===== config.mk =====
export PLATFORM = sky130hd
export DESIGN_NAME = hpq_cell
export DESIGN_NICKNAME = d
export VERILOG_FILES = /design/src/design/min_heap_priority_queue_macros.svh /design/src/design/hpq_pkg.sv /design/src/design/hpq_ram.sv /design/src/design/hpq_cell.sv
export SDC_FILE = /design/constraint.sdc
export NUM_CORES = 1
export LEC_CHECK = 0
export BUFFER_PORTS_ARGS = -buffer_cell sky130_fd_sc_hd__buf_2
export CAP_MARGIN = 10
export CORE_MARGIN = 3
export CORE_UTILIZATION = 54
export CTS_BUF_LIST = sky130_fd_sc_hd__clkbuf_4
export DETAILED_ROUTE_END_ITERATION = 8
export GPL_ROUTABILITY_DRIVEN = 1
export PLACE_DENSITY = 0.87
export SYNTH_ARGS = -nofsm -noshare
export SYNTH_HDL_FRONTEND = slang
export SYNTH_SLANG_ARGS = --single-unit

===== constraint.sdc =====
create_clock -name clk_i -period 11.36 [get_ports clk_i]
set_input_delay 2.84 -clock clk_i [delete_from_list [all_inputs] [get_ports clk_i]]
set_output_delay 2.84 -clock clk_i [all_outputs]
set_load 0.005 [all_outputs]

===== src/design/min_heap_priority_queue_macros.svh =====
// ----------------------------------------------------------------------------
// Min-heap priority queue assertion macros
// Shared concurrent assertion forms, clocked on clk_i, off during reset.
// ----------------------------------------------------------------------------
`ifndef MIN_HEAP_PRIORITY_QUEUE_MACROS_SVH
`define MIN_HEAP_PRIORITY_QUEUE_MACROS_SVH

// Check a property at every clock edge outside reset.
`define HPQ_ASSERT(name, prop, msg) \
  name: assert property (@(posedge clk_i) disable iff (!rst_ni) prop) \
    else $error(msg);

// Check that a condition never holds outside reset.
`define HPQ_NEVER(name, expr, msg) \
  name: assert property (@(posedge clk_i) disable iff (!rst_ni) !(expr)) \
    else $error(msg);

`endif


===== src/design/hpq_pkg.sv =====
// ----------------------------------------------------------------------------
// hpq_pkg
// Types, codes and helpers shared by the min-heap priority queue.
// ----------------------------------------------------------------------------
`timescale 1ns / 1ps

package hpq_pkg;

  localparam int KEY_W   = 32;
  localparam int COUNT_W = 11;
  // Heap index width, enough for the largest supported depth (1-based).
  localparam int IDX_W   = 17;
  localparam int LVL_W   = 5;

  typedef enum logic {
    KIND_INSERT  = 1'b0,
    KIND_EXTRACT = 1'b1
  } kind_e;

  typedef enum logic [1:0] {
    ST_OK    = 2'd0,
    ST_EMPTY = 2'd1,
    ST_FULL  = 2'd2
  } status_e;

  typedef enum logic [2:0] {
    S_IDLE,
    S_INS,
    S_FETCH,
    S_TAKE,
    S_RUN,
    S_RESULT
  } state_e;

  typedef struct packed {
    kind_e                    kind;
    logic signed [KEY_W-1:0]  key;
  } in_item_t;

  typedef struct packed {
    logic signed [KEY_W-1:0]  min_value;
    status_e                  status;
    logic [COUNT_W-1:0]       count;
  } out_item_t;

  // Two sibling nodes share one memory word; odd index sits in hi.
  typedef struct packed {
    logic [KEY_W-1:0] hi;
    logic [KEY_W-1:0] lo;
  } pair_t;

  // Operation travelling down the level chain.
  typedef struct packed {
    logic              valid;
    kind_e             op;
    logic [KEY_W-1:0]  key;
    logic [IDX_W-1:0]  idx;
    logic [IDX_W-1:0]  path;
    logic [LVL_W-1:0]  rem;
    logic [IDX_W-1:0]  bound;
  } tok_t;

  // Read request into one level memory.
  typedef struct packed {
    logic              valid;
    logic [IDX_W-1:0]  idx;
  } req_t;

  function automatic logic key_less(logic [KEY_W-1:0] a, logic [KEY_W-1:0] b);
    return $signed(a) < $signed(b);
  endfunction

  function automatic logic [LVL_W-1:0] msb_pos(logic [IDX_W-1:0] v);
    logic [LVL_W-1:0] pos;
    pos = '0;
    for (int b = 0; b < IDX_W; b++) begin
      if (v[b]) begin
        pos = LVL_W'(b);
      end
    end
    return pos;
  endfunction

endpackage


===== src/design/hpq_ram.sv =====
// ----------------------------------------------------------------------------
// hpq_ram
// Generic single-write, single-read RAM with registered read data.
// ----------------------------------------------------------------------------
`timescale 1ns / 1ps

module hpq_ram #(
  parameter int WIDTH = 64,
  parameter int DEPTH = 2,
  localparam int AW   = (DEPTH > 1) ? $clog2(DEPTH) : 1
) (
  input  logic             clk_i,
  input  logic             wr_en_i,
  input  logic [AW-1:0]    wr_addr_i,
  input  logic [WIDTH-1:0] wr_data_i,
  input  logic             rd_en_i,
  input  logic [AW-1:0]    rd_addr_i,
  output logic [WIDTH-1:0] rd_data_o
);

  logic [WIDTH-1:0] mem_q [DEPTH];
  logic [WIDTH-1:0] rd_data_q;

  always_ff @(posedge clk_i) begin
    if (wr_en_i) begin
      mem_q[wr_addr_i] <= wr_data_i;
    end
    if (rd_en_i) begin
      rd_data_q <= mem_q[rd_addr_i];
    end
  end

  assign rd_data_o = rd_data_q;

endmodule


===== src/design/hpq_cell.sv =====
// ----------------------------------------------------------------------------
// hpq_cell
// One heap level: its node memory plus the compare-and-forward step.
// ----------------------------------------------------------------------------
`timescale 1ns / 1ps

module hpq_cell #(
  parameter int LEVEL = 0
) (
  input  logic            clk_i,
  input  logic            rst_ni,
  input  hpq_pkg::tok_t   tok_i,
  output hpq_pkg::tok_t   tok_o,
  input  hpq_pkg::req_t   req_i,
  output hpq_pkg::req_t   req_o,
  input  hpq_pkg::req_t   fetch_i,
  input  hpq_pkg::pair_t  child_rd_i,
  output hpq_pkg::pair_t  rd_o,
  output logic            done_o
);

  import hpq_pkg::*;

  localparam int PD = (LEVEL == 0) ? 1 : (1 << (LEVEL - 1));
  localparam int AW = (PD > 1) ? $clog2(PD) : 1;

  tok_t             tok_q;
  pair_t            rd_pair;
  pair_t            wr_pair;
  logic             rd_en;
  logic [AW-1:0]    rd_addr;
  logic [AW-1:0]    wr_addr;
  logic             wr_en;
  logic             fetch_hit;
  logic [KEY_W-1:0] own_val;
  logic [KEY_W-1:0] wr_val;
  logic [IDX_W:0]   left_idx;
  logic [IDX_W:0]   right_idx;
  logic             left_ok;
  logic             right_ok;
  logic             pick_right;
  logic [KEY_W-1:0] pick_val;
  logic             move;
  logic             last;
  logic             swap;

  // Hold the arriving operation for its decide cycle.
  always_ff @(posedge clk_i or negedge rst_ni) begin
    if (!rst_ni) begin
      tok_q <= '0;
    end else begin
      tok_q <= tok_i;
    end
  end

  assign fetch_hit = fetch_i.valid &&
                     ((LEVEL == 0) || ((fetch_i.idx >> LEVEL) == IDX_W'(1)));

  always_comb begin
    rd_en   = tok_i.valid || req_i.valid || fetch_hit;
    rd_addr = '0;
    if (PD > 1) begin
      priority if (tok_i.valid) begin
        rd_addr = tok_i.idx[AW:1];
      end else if (req_i.valid) begin
        rd_addr = req_i.idx[AW-1:0];
      end else begin
        rd_addr = fetch_i.idx[AW:1];
      end
    end
  end

  // Extract needs the children pair from the next level.
  assign req_o.valid = tok_i.valid && (tok_i.op == KIND_EXTRACT);
  assign req_o.idx   = tok_i.idx;

  assign own_val   = tok_q.idx[0] ? rd_pair.hi : rd_pair.lo;
  assign left_idx  = {tok_q.idx, 1'b0};
  assign right_idx = {tok_q.idx, 1'b1};
  assign left_ok   = left_idx <= {1'b0, tok_q.bound};
  assign right_ok  = right_idx <= {1'b0, tok_q.bound};
  assign pick_right = right_ok && key_less(child_rd_i.hi, child_rd_i.lo);
  assign pick_val  = pick_right ? child_rd_i.hi : child_rd_i.lo;
  assign move      = left_ok && key_less(pick_val, tok_q.key);
  assign last      = (tok_q.rem == '0);
  assign swap      = key_less(tok_q.key, own_val);

  always_comb begin
    tok_o  = '0;
    wr_en  = 1'b0;
    wr_val = tok_q.key;
    done_o = 1'b0;
    if (tok_q.valid) begin
      unique case (tok_q.op)
        KIND_EXTRACT: begin
          // Promote the smaller child, or settle the moving key here.
          wr_en       = 1'b1;
          wr_val      = move ? pick_val : tok_q.key;
          done_o      = !move;
          tok_o.valid = move;
          tok_o.op    = KIND_EXTRACT;
          tok_o.key   = tok_q.key;
          tok_o.idx   = pick_right ? right_idx[IDX_W-1:0] : left_idx[IDX_W-1:0];
          tok_o.bound = tok_q.bound;
        end
        KIND_INSERT: begin
          if (last) begin
            // Fill the free slot at the end of the heap.
            wr_en  = 1'b1;
            done_o = 1'b1;
          end else begin
            wr_en       = swap;
            tok_o.valid = 1'b1;
            tok_o.op    = KIND_INSERT;
            tok_o.key   = swap ? own_val : tok_q.key;
            tok_o.idx   = {tok_q.idx[IDX_W-2:0], tok_q.path[IDX_W-1]};
            tok_o.path  = {tok_q.path[IDX_W-2:0], 1'b0};
            tok_o.rem   = tok_q.rem - LVL_W'(1);
          end
        end
        default: begin
          wr_en = 1'b0;
        end
      endcase
    end
  end

  assign wr_pair = tok_q.idx[0] ? {wr_val, rd_pair.lo} : {rd_pair.hi, wr_val};
  assign wr_addr = (PD > 1) ? tok_q.idx[AW:1] : '0;

  hpq_ram #(
    .WIDTH ($bits(pair_t)),
    .DEPTH (PD)
  ) u_ram (
    .clk_i     (clk_i),
    .wr_en_i   (wr_en),
    .wr_addr_i (wr_addr),
    .wr_data_i (wr_pair),
    .rd_en_i   (rd_en),
    .rd_addr_i (rd_addr),
    .rd_data_o (rd_pair)
  );

  assign rd_o = rd_pair;

endmodule


# Word-level counts from Yosys, hierarchy flattened
# Memories as Yosys holds them, arrays and structs flattened. A register that Yosys moved wholly into a read port is not among the register bits.
# Index checks and enable logic that the tools add are counted.
[word_totals]
ff_bits = 90
mem_bits_rw = 64
inputBits = 192
out_inout_bits = 173
word_cells = 43
mem_count = 1
[classes]
n_addsub = 1
n_lt_le_gt_ge = 5
n_mux = 21
bitwise = 1
reduce_logical = 7
[memory_table]
columns = ["name", "depth", "width", "rd", "rd_clocked_by_memory_dff", "wr", "line_no", "source"]
rows = [
  ["u_ram.mem_q", 1, 64, 1, 1, 1, "hpq_ram.sv:21", "logic [WIDTH-1:0] mem_q [DEPTH];"],
]
[op_table]
columns = ["op", "n"]
rows = [
  ["2-to-1 mux 32 bit", 6],
  ["case mux 51 bit (2 select lines)", 1],
  ["< comparator 32 bit", 3],
  ["2-to-1 mux 90 bit", 1],
  ["2-to-1 mux 73 bit", 1],
  ["2-to-1 mux 64 bit", 1],
  ["<= comparator 18 x 17 -> 1 bit", 2],
  ["2-to-1 mux 22 bit", 1],
  ["2-to-1 mux 17 bit", 1],
  ["2-to-1 mux 1 bit", 7],
  ["zero test 5 bit", 1],
  ["subtractor 5 x 1 -> 5 bit (second input constant)", 1],
  ["case mux 1 bit (2 select lines)", 2],
  ["logical AND 1 bit", 3],
  ["logical OR 1 bit", 2],
  ["zero test 1 bit", 1],
  ["inverter 1 bit", 1],
]

# Depth between registers and ports, before layout
[logic_depth]
ltp_word = 9
ltp_mapped = 22
ltp_nobuf = 19

# Cells and area by module
# Synthesis repeated with hierarchy kept, for this count alone.
[unflattened]
cells_unflattened = 1327
area_unflattened_um2 = 13123.8
[by_module_without_submodules]
columns = ["mod", "n_inst", "cells_each", "area_each_um2", "seq_area_each_um2"]
rows = [
  ["hpq_cell", 1, 1199, 9280.2, 2252.2],
  ["hpq_ram", 1, 128, 3843.7, 3843.7],
]

# Least setup slack after synthesis
# OpenSTA, ideal clock, no wires.
[synth_timing]
path_type = "input-to-output"
from = "input child_rd_i[30] (netlist name)"
to = "output tok_o[89] (netlist name)"
t_arrival_ps = 7411
required_ps = 8520
slack_ps = 1109
path_stages = 20
path_buffers = 2
cell_sequence = "inv_1 ha_1 a21oi_1 nand2_1 a21o_1 a2111oi_0 a221oi_1 nor2_1 buf_2 mux2_2 ha_1 a21oi_1 o221ai_1 a221o_1 a211oi_2 o21ai_0 a211o_2 a2111o_1 buf_2 nand3_1"
[synth_rtl]
columns = ["element", "line_no", "source"]
rows = [
  ["start: declaration", "hpq_cell.sv:17", "input hpq_pkg::pair_t child_rd_i,"],
  ["end: declaration", "hpq_cell.sv:13", "output hpq_pkg::tok_t tok_o,"],
]

==> impl_results.md <==
- CP peak stage delay: between 0.4 and 0.5 ns
- Syn avg cell area: approximately 11 sq um
- CTS Hold Bufs: 0
- Yosys warnings: 0
- Post_cts resized: 0
- Seq/Total Area, Yosys: 0.5118
- Die area: between 20000 and 25000 sq um
- CP Launch Point: child_rd_i[14]
- Critical-path maximum fanout: 12
- #FFs+latches synth: approximately 220
- Fmax: 92.45 MHz
- Total GRT Usage: 0.2882
- Clk buf depth: 3
- Syn Nets: between 1000 and 1500
- Worst vdd ir: roughly 0.12 mV
- CP Cell Sequence: buf_2, inv_1, ha_1, nand4_1, nor4_1, a32o_1, o31ai_4, a221oi_2, nor2_4, buf_12, mux2_2, ha_1, a21oi_1, o221ai_1, a221o_1, a211oi_2, o21ai_0, a211o_2, a2111o_1, nand3_1, buf_2
- Final period utilization: 0.9522
- Post-Layout Cell Count: between 1500 and 2000
- Worst Path Required: approximately 8.5 ns
- WP buf/inv: 4
- Post-route setup slack: 0.5430 ns
- Max_cap viols: 0
- Final weighted congestion in routability-driven placement: about 0.89
- Nets: around 1700
- Register Area: around 6100 sq um
- Number of DRC markers in iteration 0: around 780
- Top delay family on crit path: compound AO/OA/AOI/OAI gates
- Final Cell Area: ~14000 sq um
- Synth Flop Type: edfxtp_1
- Port bufs: 329
- DRC viols: 0
- Postcts setup bufs: 0
- Initial antenna violation count: 0
- Area of placed instances: ~14000 sq um
- Clock skew: ~0.053 ns
- Via/cell ratio: 5.907
- Worst r2r path cells: 21
- Largest net degree at the start of global routing: 65
- Final worst path period need: between 10 and 15 ns
- Commonest cells after routing, fill and taps aside: 328 x buf_2, 128 x edfxtp_1, 111 x ha_1
- Asr flop ratio synth: 0.4128
- Fin. max-slew vios: 0
- Unrepaired setup endpoints after global routing: false
- Worst hold endpoint: u_ram.rd_data_o[63]$_DFFE_PP_
- Die Y: around 150 um
- Vias in the first global route: around 10000
- Worst-case headroom to the max-slew limit: 0.2207
- Clock tree root buffer cell: clkbuf_4
- 1st-pass router iterations: 7
- DR WL/cell: a little over 20 um
- Final Hold Viols: 0
- Pre-CTS setup slack: 0.3020 ns
- Mapped Area: between 10000 and 15000 sq um
- I/O pins: between 300 and 400
- Setup CP Type: in2out
- CP Data Arrival Time: 7.98 ns
- EDFF count, synth: around 130
- TritonCTS clock tree: built
- Vias: 10084
- Worst-Margin Slew: about 1.2 ns
- Hold Slack: about 0.4 ns
- ANT cells: 0
- DP Cell Count: 1599
- Floorplan core area: 21350 sq um
- First-pass GRT wire length: 54790 um
- Clk_lat worst skew: 0.67 ns
- Post-Syn Instances: 1039
- Initial cell density of the core: 0.5578
- H-tree levels: 2
- R2R Path Start: tok_q[12]$_DFF_PN0_
- Crit path max-delay cell type: a221oi_2
- Commonest non-fill, non-tap cell in the layout: buf_2
- Hpwl dp: ~26000 um
- Drt total wl: 35250 um
- Critical Path End Type: output port
- Leakage: between 6 and 7 nW
- Min-Delay Path Depth: 0
- Layout area overhead: 21.10%
- Number of fill cells in the layout: 1564
- Hold Path Origin: u_ram.mem_q[0][63]$_DFFE_PP_
- Reg-to-reg endpoint: u_ram.mem_q[0][47]$_DFFE_PP_
- Setup TNS: 0 ns
- Post-synth cell types: between 60 and 70
- Fraction of layout instances using a drive strength above 1: 0.3561
- Total gr overflow: 0
- R2R setup slack: about 4.9 ns
- HP Class: reg2reg
- Std-Cell Rows: 53
- Multi-input gate area: 5070 sq um
- CTS Sinks: about 220
- Die X: ~150 um
- Clock-pin slew on the worst setup and hold paths: around 0.060 ns
- P per Cell Area: 143.5 nW/um^2
- Inserted Clock Buffers: 59
- Final setup vio count: 0
- CP Launch Type: input port
- Status: complete, no violations
- Antenna-violating nets left: 0
[routing by layer]
metal	vias up	part of all wire	GRT usage	routed length, um
met5	-	0	0	0
met3	90	0.10	0.07499	3612
met1	4767	0.37	0.3526	13120
met2	647	0.50	0.4927	17540
met4	0	0.028	0.1081	979
li1	4580	-	-	-
[cell usage after synthesis (all sizes together) (2+ instances only)]
library cell | count | area share
nand2b | 4 | 0.0021
nor2b | 2 | 0.0011
edfxtp | 128 | 0.32
o31a | 2 | 0.0015
a21oi | 67 | 0.028
a21boi | 2 | 0.0013
and2 | 18 | 0.0096
nand4 | 22 | 0.012
o2111a | 2 | 0.0019
a2111o | 2 | 0.0019
o31ai | 64 | 0.041
o2bb2ai | 31 | 0.023
nand2 | 79 | 0.025
ha | 111 | 0.12
nor3 | 39 | 0.019
clkbuf | 31 | 0.014
o221ai | 3 | 0.0022
inv | 91 | 0.029
o21a | 4 | 0.0025
or3 | 2 | 0.0011
dfrtp | 90 | 0.19
nor4 | 4 | 0.0034
a21o | 10 | 0.0064
or3b | 2 | 0.0017
a2111oi | 4 | 0.0050
buf | 33 | 0.021
nand3 | 19 | 0.0080
and3 | 20 | 0.011
a211oi | 9 | 0.0061
mux2i | 32 | 0.027
o211ai | 2 | 0.0013
mux2 | 33 | 0.031
o21ai | 22 | 0.0096
nor2 | 41 | 0.013
[sequential cells by signal, indices dropped and copies added (netlist names)]
signal	count
tok_q	73
u_ram.mem_q	64
u_ram.rd_data_o	64
left_idx	17
[logic make-up after synthesis]
group,count (synthesis),share of synthesized area
other cells,1,0.0003148
simple gates,255,0.1096
flops,218,0.5118
fa+ha+maj,111,0.1166
xor+xnor,1,0.0007354
mux,65,0.05809
buf+inv,155,0.06429
compound gates,233,0.1387
[power breakdown]
group / internal [mW] / leakage [nW] / switching [mW]
Sequential: 0.927 / 2.33 / 0.0497
Clock: 0.368 / 0.465 / 0.326
Combinational: 0.172 / 4.18 / 0.228
Total: 1.47 / 6.98 / 0.603
[metrics by stage]
stage	util	power, mW
6_report	0.6756	2.070
3_3_place_gp	0.6398	1.367
4_1_cts	0.6753	2.086
2_1_floorplan	-	1.204
3_5_place_dp	0.6398	1.384
5_1_grt	0.6756	2.181
[area by class of cell]
type,instances,area share
well taps,275,0.02385
flip-flops and latches,218,0.4228
clock buffers,92,0.04788
inverters,91,0.02368
repair buffers,349,0.1256
multi-input cells,666,0.3515
clock inverters,16,0.004684
[worst max path at each step]
stage | to | slack (ns) | cells after the start
4_1_cts | tok_o[89] | 0.29 | 22
6_report | tok_o[89] | 0.54 | 21
3_5_place_dp | tok_o[89] | 0.30 | 22
5_1_grt | tok_o[89] | 0.16 | 22
3_3_place_gp | tok_o[89] | 0.46 | 22
2_1_floorplan | tok_o[89] | 1.11 | 20
(Power assumes the default switching activity.)
